--- config.mk ---
export PLATFORM = sky130hd
export DESIGN_NAME = ubx_frame_receiver_unit_flat
export DESIGN_NICKNAME = d
export VERILOG_FILES = /design/src/rtl/ubxfr_pkg.sv /design/src/rtl/ubxfr_req_if.sv /design/src/rtl/ubxfr_rsp_if.sv /design/src/rtl/ubxfr_csr.sv /design/src/rtl/ubxfr_parser.sv /design/src/rtl/ubx_frame_receiver_unit.sv /design/src/flat_wrapper.sv
export SDC_FILE = /design/constraint.sdc
export NUM_CORES = 1
export LEC_CHECK = 0
export ABC_AREA = 1
export BUFFER_PORTS_ARGS = -buffer_cell sky130_fd_sc_hd__buf_2
export CAP_MARGIN = 20
export CORE_MARGIN = 2
export CORE_UTILIZATION = 45
export DETAILED_ROUTE_END_ITERATION = 10
export GPL_ROUTABILITY_DRIVEN = 1
export PLACE_DENSITY = 0.66
export SETUP_SLACK_MARGIN = 0.05
export SYNTH_ARGS = -nofsm -noshare
export SYNTH_HDL_FRONTEND = slang
export SYNTH_SLANG_ARGS = --single-unit
export TNS_END_PERCENT = 20
--- constraint.sdc ---
create_clock -name clock -period 3.36 [get_ports clock]
set_clock_uncertainty 0.2 [all_clocks]
set_input_delay 0 -clock clock [delete_from_list [all_inputs] [get_ports clock]]
set_output_delay 0 -clock clock [all_outputs]
set_load 0.02 [all_outputs]
--- src/rtl/ubxfr_pkg.sv ---
// Shared types, constants and register indexes of the UBX frame receiver.
package ubxfr_pkg;

   // Field widths.
   localparam int ByteW    = 8;
   localparam int LenW     = 16;
   localparam int CsrIdxW  = 2;
   localparam int CsrDataW = 16;

   // Configuration register indexes.
   localparam logic [CsrIdxW-1:0] CSR_SYNC_FIRST  = 2'd0;
   localparam logic [CsrIdxW-1:0] CSR_SYNC_SECOND = 2'd1;
   localparam logic [CsrIdxW-1:0] CSR_MAX_LENGTH  = 2'd2;

   // Configuration reset values.
   localparam logic [ByteW-1:0] SYNC_FIRST_RESET  = 8'hB5;
   localparam logic [ByteW-1:0] SYNC_SECOND_RESET = 8'h62;
   localparam logic [LenW-1:0]  MAX_LENGTH_RESET  = 16'd512;

   // Receiver phase.
   typedef enum logic [3:0] {
      PH_HUNT1   = 4'd0,
      PH_HUNT2   = 4'd1,
      PH_CLASS   = 4'd2,
      PH_ID      = 4'd3,
      PH_LEN1    = 4'd4,
      PH_LEN2    = 4'd5,
      PH_PAYLOAD = 4'd6,
      PH_CK1     = 4'd7,
      PH_CK2     = 4'd8
   } phase_type;

   // Frame end status codes.
   typedef enum logic [1:0] {
      ST_NONE  = 2'd0,
      ST_GOOD  = 2'd1,
      ST_BADCK = 2'd2,
      ST_LONG  = 2'd3
   } status_type;

   // Configuration register set.
   typedef struct packed {
      logic [ByteW-1:0] sync_first;
      logic [ByteW-1:0] sync_second;
      logic [LenW-1:0]  max_length;
   } cfg_type;

   // One result word.
   typedef struct packed {
      logic [ByteW-1:0] payload_byte;
      logic             payload_valid;
      logic [LenW-1:0]  payload_offset;
      status_type       frame_status;
      logic [ByteW-1:0] msg_class;
      logic [ByteW-1:0] msg_id;
      logic [LenW-1:0]  payload_length;
   } rsp_word_type;

endpackage

--- src/rtl/ubxfr_req_if.sv ---
// Input channel carrying one received serial byte per word.
interface ubxfr_req_if;
   logic                      valid;
   logic                      ready;
   logic [ubxfr_pkg::ByteW-1:0] rx_byte;

   modport source (output valid, output rx_byte, input ready);
   modport sink (input valid, input rx_byte, output ready);
endinterface

--- src/rtl/ubxfr_rsp_if.sv ---
// Result channel carrying one parsed result per input byte.
interface ubxfr_rsp_if;
   logic                        valid;
   logic                        ready;
   logic [ubxfr_pkg::ByteW-1:0] payload_byte;
   logic                        payload_valid;
   logic [ubxfr_pkg::LenW-1:0]  payload_offset;
   logic [1:0]                  frame_status;
   logic [ubxfr_pkg::ByteW-1:0] msg_class;
   logic [ubxfr_pkg::ByteW-1:0] msg_id;
   logic [ubxfr_pkg::LenW-1:0]  payload_length;

   modport source (
      output valid, output payload_byte, output payload_valid, output payload_offset,
      output frame_status, output msg_class, output msg_id, output payload_length,
      input ready
   );
   modport sink (
      input valid, input payload_byte, input payload_valid, input payload_offset,
      input frame_status, input msg_class, input msg_id, input payload_length,
      output ready
   );
endinterface

--- src/rtl/ubxfr_csr.sv ---
// Configuration registers: sync bytes and maximum payload length.
module ubxfr_csr (
   input  logic                               clock,
   input  logic                               reset,
   input  logic                               csr_we,
   input  logic [ubxfr_pkg::CsrIdxW-1:0]      csr_index,
   input  logic [ubxfr_pkg::CsrDataW-1:0]     csr_wdata,
   output ubxfr_pkg::cfg_type                 cfg
);

   ubxfr_pkg::cfg_type cfg_ff;
   ubxfr_pkg::cfg_type cfg_in;

   // Decode the write; an index beyond the list changes nothing.
   always_comb begin
      cfg_in = cfg_ff;
      if (csr_we) begin
         unique case (csr_index)
            ubxfr_pkg::CSR_SYNC_FIRST: begin
               cfg_in.sync_first = csr_wdata[ubxfr_pkg::ByteW-1:0];
            end
            ubxfr_pkg::CSR_SYNC_SECOND: begin
               cfg_in.sync_second = csr_wdata[ubxfr_pkg::ByteW-1:0];
            end
            ubxfr_pkg::CSR_MAX_LENGTH: begin
               cfg_in.max_length = csr_wdata[ubxfr_pkg::LenW-1:0];
            end
            default: begin
               cfg_in = cfg_ff;
            end
         endcase
      end
   end

   always_ff @(posedge clock) begin
      if (reset) begin
         cfg_ff.sync_first  <= ubxfr_pkg::SYNC_FIRST_RESET;
         cfg_ff.sync_second <= ubxfr_pkg::SYNC_SECOND_RESET;
         cfg_ff.max_length  <= ubxfr_pkg::MAX_LENGTH_RESET;
      end else begin
         cfg_ff <= cfg_in;
      end
   end

   assign cfg = cfg_ff;

endmodule

--- src/rtl/ubxfr_parser.sv ---
// Frame state machine with running Fletcher sums; yields one result per byte.
module ubxfr_parser (
   input  logic                           clock,
   input  logic                           reset,
   input  ubxfr_pkg::cfg_type             cfg,
   input  logic                           step,
   input  logic [ubxfr_pkg::ByteW-1:0]    rx_byte,
   output ubxfr_pkg::rsp_word_type        result
);

   ubxfr_pkg::phase_type              phase_ff, phase_in;
   logic [ubxfr_pkg::ByteW-1:0]       class_ff, class_in;
   logic [ubxfr_pkg::ByteW-1:0]       id_ff, id_in;
   logic [ubxfr_pkg::LenW-1:0]        length_ff, length_in;
   logic [ubxfr_pkg::LenW-1:0]        count_ff, count_in;
   logic [ubxfr_pkg::ByteW-1:0]       sum_a_ff, sum_a_in;
   logic [ubxfr_pkg::ByteW-1:0]       sum_b_ff, sum_b_in;

   logic [ubxfr_pkg::ByteW-1:0]       acc_a;
   logic [ubxfr_pkg::ByteW-1:0]       acc_b;
   logic [ubxfr_pkg::LenW-1:0]        length_full;
   logic [ubxfr_pkg::LenW-1:0]        count_inc;

   // Fletcher update, full length and next payload count; all wrap at their width.
   assign acc_a       = sum_a_ff + rx_byte;
   assign acc_b       = sum_b_ff + acc_a;
   assign length_full = {rx_byte, length_ff[ubxfr_pkg::ByteW-1:0]};
   assign count_inc   = count_ff + 16'd1;

   // Next phase.
   always_comb begin
      phase_in = phase_ff;
      unique case (phase_ff)
         ubxfr_pkg::PH_HUNT1: begin
            phase_in = (rx_byte == cfg.sync_first) ? ubxfr_pkg::PH_HUNT2
                                                   : ubxfr_pkg::PH_HUNT1;
         end
         ubxfr_pkg::PH_HUNT2: begin
            phase_in = (rx_byte == cfg.sync_second) ? ubxfr_pkg::PH_CLASS
                                                    : ubxfr_pkg::PH_HUNT1;
         end
         ubxfr_pkg::PH_CLASS: begin
            phase_in = ubxfr_pkg::PH_ID;
         end
         ubxfr_pkg::PH_ID: begin
            phase_in = ubxfr_pkg::PH_LEN1;
         end
         ubxfr_pkg::PH_LEN1: begin
            phase_in = ubxfr_pkg::PH_LEN2;
         end
         ubxfr_pkg::PH_LEN2: begin
            if (length_full > cfg.max_length) begin
               phase_in = ubxfr_pkg::PH_HUNT1;
            end else if (length_full == '0) begin
               phase_in = ubxfr_pkg::PH_CK1;
            end else begin
               phase_in = ubxfr_pkg::PH_PAYLOAD;
            end
         end
         ubxfr_pkg::PH_PAYLOAD: begin
            if (count_inc >= length_ff) begin
               phase_in = ubxfr_pkg::PH_CK1;
            end
         end
         ubxfr_pkg::PH_CK1: begin
            phase_in = (rx_byte == sum_a_ff) ? ubxfr_pkg::PH_CK2 : ubxfr_pkg::PH_HUNT1;
         end
         ubxfr_pkg::PH_CK2: begin
            phase_in = ubxfr_pkg::PH_HUNT1;
         end
         default: begin
            phase_in = ubxfr_pkg::PH_HUNT1;
         end
      endcase
   end

   // Frame fields, sums and the result word.
   always_comb begin
      class_in = class_ff;
      id_in    = id_ff;
      length_in = length_ff;
      count_in = count_ff;
      sum_a_in = sum_a_ff;
      sum_b_in = sum_b_ff;
      result   = '0;
      result.frame_status = ubxfr_pkg::ST_NONE;
      unique case (phase_ff)
         ubxfr_pkg::PH_HUNT1: begin
            // A first sync byte opens a fresh frame.
            if (rx_byte == cfg.sync_first) begin
               class_in  = '0;
               id_in     = '0;
               length_in = '0;
               count_in  = '0;
               sum_a_in  = '0;
               sum_b_in  = '0;
            end
         end
         ubxfr_pkg::PH_HUNT2: begin
            result.frame_status = ubxfr_pkg::ST_NONE;
         end
         ubxfr_pkg::PH_CLASS: begin
            class_in = rx_byte;
            sum_a_in = acc_a;
            sum_b_in = acc_b;
         end
         ubxfr_pkg::PH_ID: begin
            id_in    = rx_byte;
            sum_a_in = acc_a;
            sum_b_in = acc_b;
         end
         ubxfr_pkg::PH_LEN1: begin
            length_in = {{(ubxfr_pkg::LenW-ubxfr_pkg::ByteW){1'b0}}, rx_byte};
            sum_a_in  = acc_a;
            sum_b_in  = acc_b;
         end
         ubxfr_pkg::PH_LEN2: begin
            length_in = length_full;
            sum_a_in  = acc_a;
            sum_b_in  = acc_b;
            if (length_full > cfg.max_length) begin
               result.frame_status = ubxfr_pkg::ST_LONG;
            end
         end
         ubxfr_pkg::PH_PAYLOAD: begin
            result.payload_byte   = rx_byte;
            result.payload_valid  = 1'b1;
            result.payload_offset = count_ff;
            sum_a_in = acc_a;
            sum_b_in = acc_b;
            count_in = count_inc;
         end
         ubxfr_pkg::PH_CK1: begin
            if (rx_byte != sum_a_ff) begin
               result.frame_status = ubxfr_pkg::ST_BADCK;
            end
         end
         ubxfr_pkg::PH_CK2: begin
            result.frame_status = (rx_byte == sum_b_ff) ? ubxfr_pkg::ST_GOOD
                                                        : ubxfr_pkg::ST_BADCK;
         end
         default: begin
            if (rx_byte == cfg.sync_first) begin
               class_in  = '0;
               id_in     = '0;
               length_in = '0;
               count_in  = '0;
               sum_a_in  = '0;
               sum_b_in  = '0;
            end
         end
      endcase
      result.msg_class      = class_in;
      result.msg_id         = id_in;
      result.payload_length = length_in;
   end

   // State registers advance once per processed byte.
   always_ff @(posedge clock) begin
      if (reset) begin
         phase_ff  <= ubxfr_pkg::PH_HUNT1;
         class_ff  <= '0;
         id_ff     <= '0;
         length_ff <= '0;
         count_ff  <= '0;
         sum_a_ff  <= '0;
         sum_b_ff  <= '0;
      end else if (step) begin
         phase_ff  <= phase_in;
         class_ff  <= class_in;
         id_ff     <= id_in;
         length_ff <= length_in;
         count_ff  <= count_in;
         sum_a_ff  <= sum_a_in;
         sum_b_ff  <= sum_b_in;
      end
   end

endmodule

--- src/rtl/ubx_frame_receiver_unit.sv ---
// Top level of the UBX frame receiver: input register, parser and result register.
//
// Usage:
//   The req channel takes one received serial byte per word. The rsp channel
//   returns exactly one result word per byte: the payload byte with its offset
//   when the byte belongs to the payload, the frame end status on the last
//   checksum byte (or the first one if wrong, or the second length byte of an
//   over-long frame), and the class, id and declared length of the current frame.
//   The csr port writes sync_first (index 0), sync_second (index 1) and
//   max_length (index 2); the user must write it only while idle (not enforced).
// Pipeline:
//   An accepted byte sits in the input register, then its result in the result
//   register that drives rsp. One byte is taken every cycle while rsp is not
//   held; the byte register feeds the parser and the result register in one pass.
// Reset:
//   Synchronous, active high. Both registers empty, the parser hunts for the
//   first sync byte and the configuration returns to 0xB5, 0x62 and 512.
// Stalls:
//   While rsp is held, the result register keeps its word, the parser holds
//   its state, and req can still take one more byte into the input register.
module ubx_frame_receiver_unit (
   input  logic                             clock,
   input  logic                             reset,
   ubxfr_req_if.sink                        req,
   ubxfr_rsp_if.source                      rsp,
   input  logic                             csr_we,
   input  logic [ubxfr_pkg::CsrIdxW-1:0]    csr_index,
   input  logic [ubxfr_pkg::CsrDataW-1:0]   csr_wdata
);

   ubxfr_pkg::cfg_type                cfg;
   ubxfr_pkg::rsp_word_type           result;

   logic                              in_valid_ff, in_valid_in;
   logic [ubxfr_pkg::ByteW-1:0]       in_byte_ff, in_byte_in;
   logic                              out_valid_ff, out_valid_in;
   ubxfr_pkg::rsp_word_type           out_word_ff, out_word_in;

   logic                              out_free;
   logic                              advance;
   logic                              in_accept;

   ubxfr_csr u_csr (
      .clock     (clock),
      .reset     (reset),
      .csr_we    (csr_we),
      .csr_index (csr_index),
      .csr_wdata (csr_wdata),
      .cfg       (cfg)
   );

   ubxfr_parser u_parser (
      .clock   (clock),
      .reset   (reset),
      .cfg     (cfg),
      .step    (advance),
      .rx_byte (in_byte_ff),
      .result  (result)
   );

   // Handshake: the byte register moves on whenever the result register frees up.
   assign out_free  = !out_valid_ff || rsp.ready;
   assign advance   = in_valid_ff && out_free;
   assign req.ready = !in_valid_ff || out_free;
   assign in_accept = req.valid && req.ready;

   // Input byte register.
   always_comb begin
      in_valid_in = in_valid_ff;
      in_byte_in  = in_byte_ff;
      if (in_accept) begin
         in_valid_in = 1'b1;
         in_byte_in  = req.rx_byte;
      end else if (advance) begin
         in_valid_in = 1'b0;
      end
   end

   // Result register.
   always_comb begin
      out_valid_in = out_valid_ff;
      out_word_in  = out_word_ff;
      if (advance) begin
         out_valid_in = 1'b1;
         out_word_in  = result;
      end else if (rsp.ready) begin
         out_valid_in = 1'b0;
      end
   end

   always_ff @(posedge clock) begin
      if (reset) begin
         in_valid_ff  <= 1'b0;
         out_valid_ff <= 1'b0;
      end else begin
         in_valid_ff  <= in_valid_in;
         out_valid_ff <= out_valid_in;
      end
   end

   always_ff @(posedge clock) begin
      in_byte_ff  <= in_byte_in;
      out_word_ff <= out_word_in;
   end

   // Result word onto the channel.
   assign rsp.valid          = out_valid_ff;
   assign rsp.payload_byte   = out_word_ff.payload_byte;
   assign rsp.payload_valid  = out_word_ff.payload_valid;
   assign rsp.payload_offset = out_word_ff.payload_offset;
   assign rsp.frame_status   = out_word_ff.frame_status;
   assign rsp.msg_class      = out_word_ff.msg_class;
   assign rsp.msg_id         = out_word_ff.msg_id;
   assign rsp.payload_length = out_word_ff.payload_length;

`ifndef SYNTHESIS
   // A payload word never carries a frame end status.
   a_payload_no_status: assert property (@(posedge clock) disable iff (reset)
      (rsp.valid && rsp.payload_valid) |-> (rsp.frame_status == ubxfr_pkg::ST_NONE))
      else $error("payload word carries a frame status");

   // A payload offset always lies inside the declared length.
   a_offset_in_range: assert property (@(posedge clock) disable iff (reset)
      (rsp.valid && rsp.payload_valid) |-> (rsp.payload_offset < rsp.payload_length))
      else $error("payload offset beyond declared length");

   // A held result keeps a waiting byte in the input register.
   a_stall_holds_byte: assert property (@(posedge clock) disable iff (reset)
      (in_valid_ff && rsp.valid && !rsp.ready) |=> (in_valid_ff && $stable(in_byte_ff)))
      else $error("input byte lost during result stall");

   // Every processed byte produces a result word at the next edge.
   a_advance_gives_result: assert property (@(posedge clock) disable iff (reset)
      advance |=> rsp.valid)
      else $error("processed byte produced no result");
`endif

endmodule

--- src/flat_wrapper.sv ---
// flat-port wrapper written by rule: the top's interface ports become plain ports
module ubx_frame_receiver_unit_flat 
  (clock, reset, csr_we, csr_index, csr_wdata, req_valid, req_rx_byte, req_ready, rsp_valid, rsp_payload_byte, rsp_payload_valid, rsp_payload_offset, rsp_frame_status, rsp_msg_class, rsp_msg_id, rsp_payload_length, rsp_ready);
  ubxfr_req_if req_i ();
  ubxfr_rsp_if rsp_i ();
  input  logic clock;
  input  logic reset;
  input  logic csr_we;
  input  logic [ubxfr_pkg::CsrIdxW-1:0] csr_index;
  input  logic [ubxfr_pkg::CsrDataW-1:0] csr_wdata;
  input wire logic [$bits(req_i.valid)-1:0] req_valid;
  input wire logic [$bits(req_i.rx_byte)-1:0] req_rx_byte;
  output wire logic [$bits(req_i.ready)-1:0] req_ready;
  output wire logic [$bits(rsp_i.valid)-1:0] rsp_valid;
  output wire logic [$bits(rsp_i.payload_byte)-1:0] rsp_payload_byte;
  output wire logic [$bits(rsp_i.payload_valid)-1:0] rsp_payload_valid;
  output wire logic [$bits(rsp_i.payload_offset)-1:0] rsp_payload_offset;
  output wire logic [$bits(rsp_i.frame_status)-1:0] rsp_frame_status;
  output wire logic [$bits(rsp_i.msg_class)-1:0] rsp_msg_class;
  output wire logic [$bits(rsp_i.msg_id)-1:0] rsp_msg_id;
  output wire logic [$bits(rsp_i.payload_length)-1:0] rsp_payload_length;
  input wire logic [$bits(rsp_i.ready)-1:0] rsp_ready;
  assign req_i.valid = req_valid;
  assign req_i.rx_byte = req_rx_byte;
  assign req_ready = req_i.ready;
  assign rsp_valid = rsp_i.valid;
  assign rsp_payload_byte = rsp_i.payload_byte;
  assign rsp_payload_valid = rsp_i.payload_valid;
  assign rsp_payload_offset = rsp_i.payload_offset;
  assign rsp_frame_status = rsp_i.frame_status;
  assign rsp_msg_class = rsp_i.msg_class;
  assign rsp_msg_id = rsp_i.msg_id;
  assign rsp_payload_length = rsp_i.payload_length;
  assign rsp_i.ready = rsp_ready;
  ubx_frame_receiver_unit u_core (.clock(clock), .reset(reset), .req(req_i), .rsp(rsp_i), .csr_we(csr_we), .csr_index(csr_index), .csr_wdata(csr_wdata));
endmodule
==> reports/results.ini <==
[detailed_routing]
drc = 0
avgViaCountPerCell = 5.014
drt_first_pass_iters = 6
postRouteAntennaNets = 0
num_vias = 7751
wl_mm = 21.69
wire_per_inst_um = 14.03
drt_iter0_markers = 511

[floorplan]
core.rowCount = 51
die_h_um = 144.8
initial_utilization_pct = 45.84
core_area_sq_um = 19460
pin_count = 92
die_w_um = 144.8
die_area_sq_um = 20970

[yosys]
synth_area_leader_cell = dfxtp_1
synth_edf_count = 67
ys_warn_count = 0
synth-xor-area-share_pct = 3.633
synthSimpleGateAreaFrac_pct = 26.82
ys_seq_area_share_pct = 45.44
synth_top_family_by_area = simple AND/OR/NAND/NOR gates
syn-num-nets = 1210
yosysUniqueCellTypes = 43
async_flop_share_pct = 0
synthAdderAreaFrac_pct = 7.041
synthFlopType = dfxtp_1
synthTopCellsByArea = dfxtp_1, edfxtp_1, nand2_1
muxShareOfSynthArea_pct = 0
synth_compound_area_share_pct = 9.004
synth_top_area_share_pct = 22.89
syn_area_sq_um = 8921
synth_cells = 1130
syn_avg_cell_area_sq_um = 7.895
synth_seq_cells = 169

[critical_path]
crit_arrival_ns = 3.04
crit_path_end_kind = register
crit_type = register to register
worst_setup_path_start_kind = register
cp_max_fo = 7
r2r-start = u_core.u_parser.count_ff[6]
rrSetupSlack_ns = 0.45
crit_required_ns = 3.49
reg2reg_depth = 17
r2r_end = u_core.u_parser.phase_ff[0]

[layout]
final_nets = 1348
antenna_cells = 0
final_cell_mix = nand2_1, inv_1, nor2_1
final_cell_count_no_fill = 1546
final_common_cell = nand2_1
seqCellArea_sq_um = 4054
layout-area-overhead-vs-synth_pct = 20.25
layout-drive-gt1-share_pct = 14.44
n_fill_cell = 1795
multi_input_area_sq_um = 4148

[status]
status = completed

[sta]
finalHoldViolations = 0
rsz0062_at_grt = false
setup_viol = 0
worst_pin_slew_ns = 0.9708
drv_slew = 0
period_minus_slack_ns = 2.910
tns_ns = 0
clock.fmax_ghz = 0.3436
maxSlewHeadroom_pct = 34.88
fin_crit_sh_pct = 86.61

[clocking]
cts.clk_slew.worst_paths_ns = 0.07
postCtsResizedCells = 0
numCtsBuffers = 17
cts_sinks = 169
clkLatencyLatePin_ns = 0.43
clock_path_buffers = 2
clockRootBuffer = clkbuf_16
cts_tree = done
htreeDepth = 4

[placed_design]
gp_congestion = 0.9112
port_buffers = 91
place_inst = 1466
hpwlAfterDp_mm = 14.77

[hold_path]
min_from = reset
hold_path_end = u_core.u_parser.count_ff[1]
hold_path_depth = 3
worstHoldPathType = primary input to register

[global_routing]
use_met1_pct = 29.12
grtUsageMet2_pct = 34.48
grt_remaining_overflow = 0
grt_max_degree = 76
grt_pass1_wl_mm = 35.22
grt.busiest_layer = met2
grtUsageTotal_pct = 21.46
grt_pass1_vias = 7264
use_met3_pct = 3.784
antenna_found_initial = 0

[power]
ir_worst_vdd_mv = 0.3728
leakage_nw = 4.966
power_density_nw_per_um2 = 460.4

[job]
cap_violations = 0

==> layer usage <==
layer / wire [um] / up-vias
met4: 397 / 0
met1: 10280 / 3540
met2: 9846 / 240
met3: 1163 / 33
met5: 0 / -
li1: - / 3938
==> how the worst max path moves through the flow <==
stage	startpoint	endpoint	slack [ns]	cells past startpoint
floorplan	u_core.rsp.valid	u_core.rsp.frame_status[0]	0.1	4
global placement	u_core.in_byte_ff[0]	u_core.u_parser.sum_b_ff[7]	0.60	15
detailed placement	u_core.in_byte_ff[0]	u_core.u_parser.sum_b_ff[7]	0.53	15
CTS	u_core.u_parser.count_ff[6]	u_core.u_parser.phase_ff[0]	0.50	17
global route	u_core.u_parser.count_ff[1]	u_core.u_parser.phase_ff[0]	0.19	19
finish	u_core.u_parser.count_ff[6]	u_core.u_parser.phase_ff[0]	0.45	17
==> cell type report <==
type                    count  area share, %
multi-input cells         778          38.66
flip-flops and latches    169          37.79
repair buffers            153          9.820
inverters                 149          5.225
clock buffers              19          4.129
well taps                 265          3.091
clock inverters            13          1.283
==> power breakdown <==
group / total (mW) / leakage [nW] / switching, mW / internal, mW
registers: 2.29 / 1.48 / 0.0555 / 2.24
clock network: 1.95 / 0.272 / 0.887 / 1.06
logic: 0.697 / 3.22 / 0.448 / 0.249
==> logic make-up (layout without fill, tap and decap cells) <==
logic type | after synthesis | count (layout)
simple gates | 539 | 539
xor+xnor | 37 | 37
buf+inv | 183 | 334
fa+ha+maj | 49 | 49
flops | 169 | 169
compound gates | 153 | 153
==> cell usage after synthesis, drive strengths merged, types with 3 or more instances <==
cell type / number
a21oi: 101
buf: 13
clkbuf: 21
clkinv: 3
dfxtp: 102
edfxtp: 67
ha: 47
inv: 146
nand2: 272
nand3: 86
nand4: 11
nor2: 146
nor3: 13
nor4: 5
o211ai: 4
o21ai: 41
o21bai: 3
xnor2: 8
xor2: 29
==> critical path, stage by stage, from the launching register on <==
cell,delay (ns)
dfxtp_1,0.44
nand2_1,0.10
nor3_1,0.20
nand2_1,0.15
nor3_1,0.19
xor2_1,0.18
inv_1,0.08
ha_1,0.29
nand2_1,0.08
nand2_1,0.05
nand2_1,0.05
nand2_1,0.05
a21oi_1,0.17
nand4_1,0.15
nand2_1,0.21
nand2_1,0.08
nand2_1,0.07
nor2_1,0.07
==> sequential cells by signal, summed over array words and instances (netlist names), 4 cells and up <==
name and flops:
u_core.u_parser.id_ff 8, u_core.rsp.payload_byte 8, u_core.rsp.msg_class 8, u_core.rsp.payload_length 16, u_core.u_parser.count_ff 16, u_core.rsp.payload_offset 16, u_core.u_parser.sum_b_ff 8, u_core.u_csr.cfg 32
u_core.u_parser.phase_ff 4, u_core.u_parser.length_ff 16, u_core.u_parser.sum_a_ff 8, u_core.u_parser.class_ff 8, u_core.rsp.msg_id 8, u_core.in_byte_ff 8
==> through the flow <==
| stage | utilization, % | hold WS [ns] | area [sq um] | setup slack, ns | power, mW |
|---|---|---|---|---|---|
| final | 55.12 | 0.03747 | 10730 | 0.4498 | 4.939 |
| after global routing | 55.12 | 0.07916 | 10730 | 0.1941 | 5.145 |
| after CTS | 55.12 | 0.06012 | 10730 | 0.4980 | 4.958 |
| after detailed placement | 49.67 | -0.02191 | 9667 | 0.5290 | 2.987 |
| after global placement | 49.67 | -0.02318 | 9667 | 0.5955 | 2.974 |
| after floorplan | - | -0.1011 | 8921 | 0.09892 | 2.800 |
==> timing repair <==
item,CTS,global route
hold endpoints to repair,50,0
setup buffers,0,0
hold buffers,48,0
No activity file was read; power rests on OpenSTA's default activity.
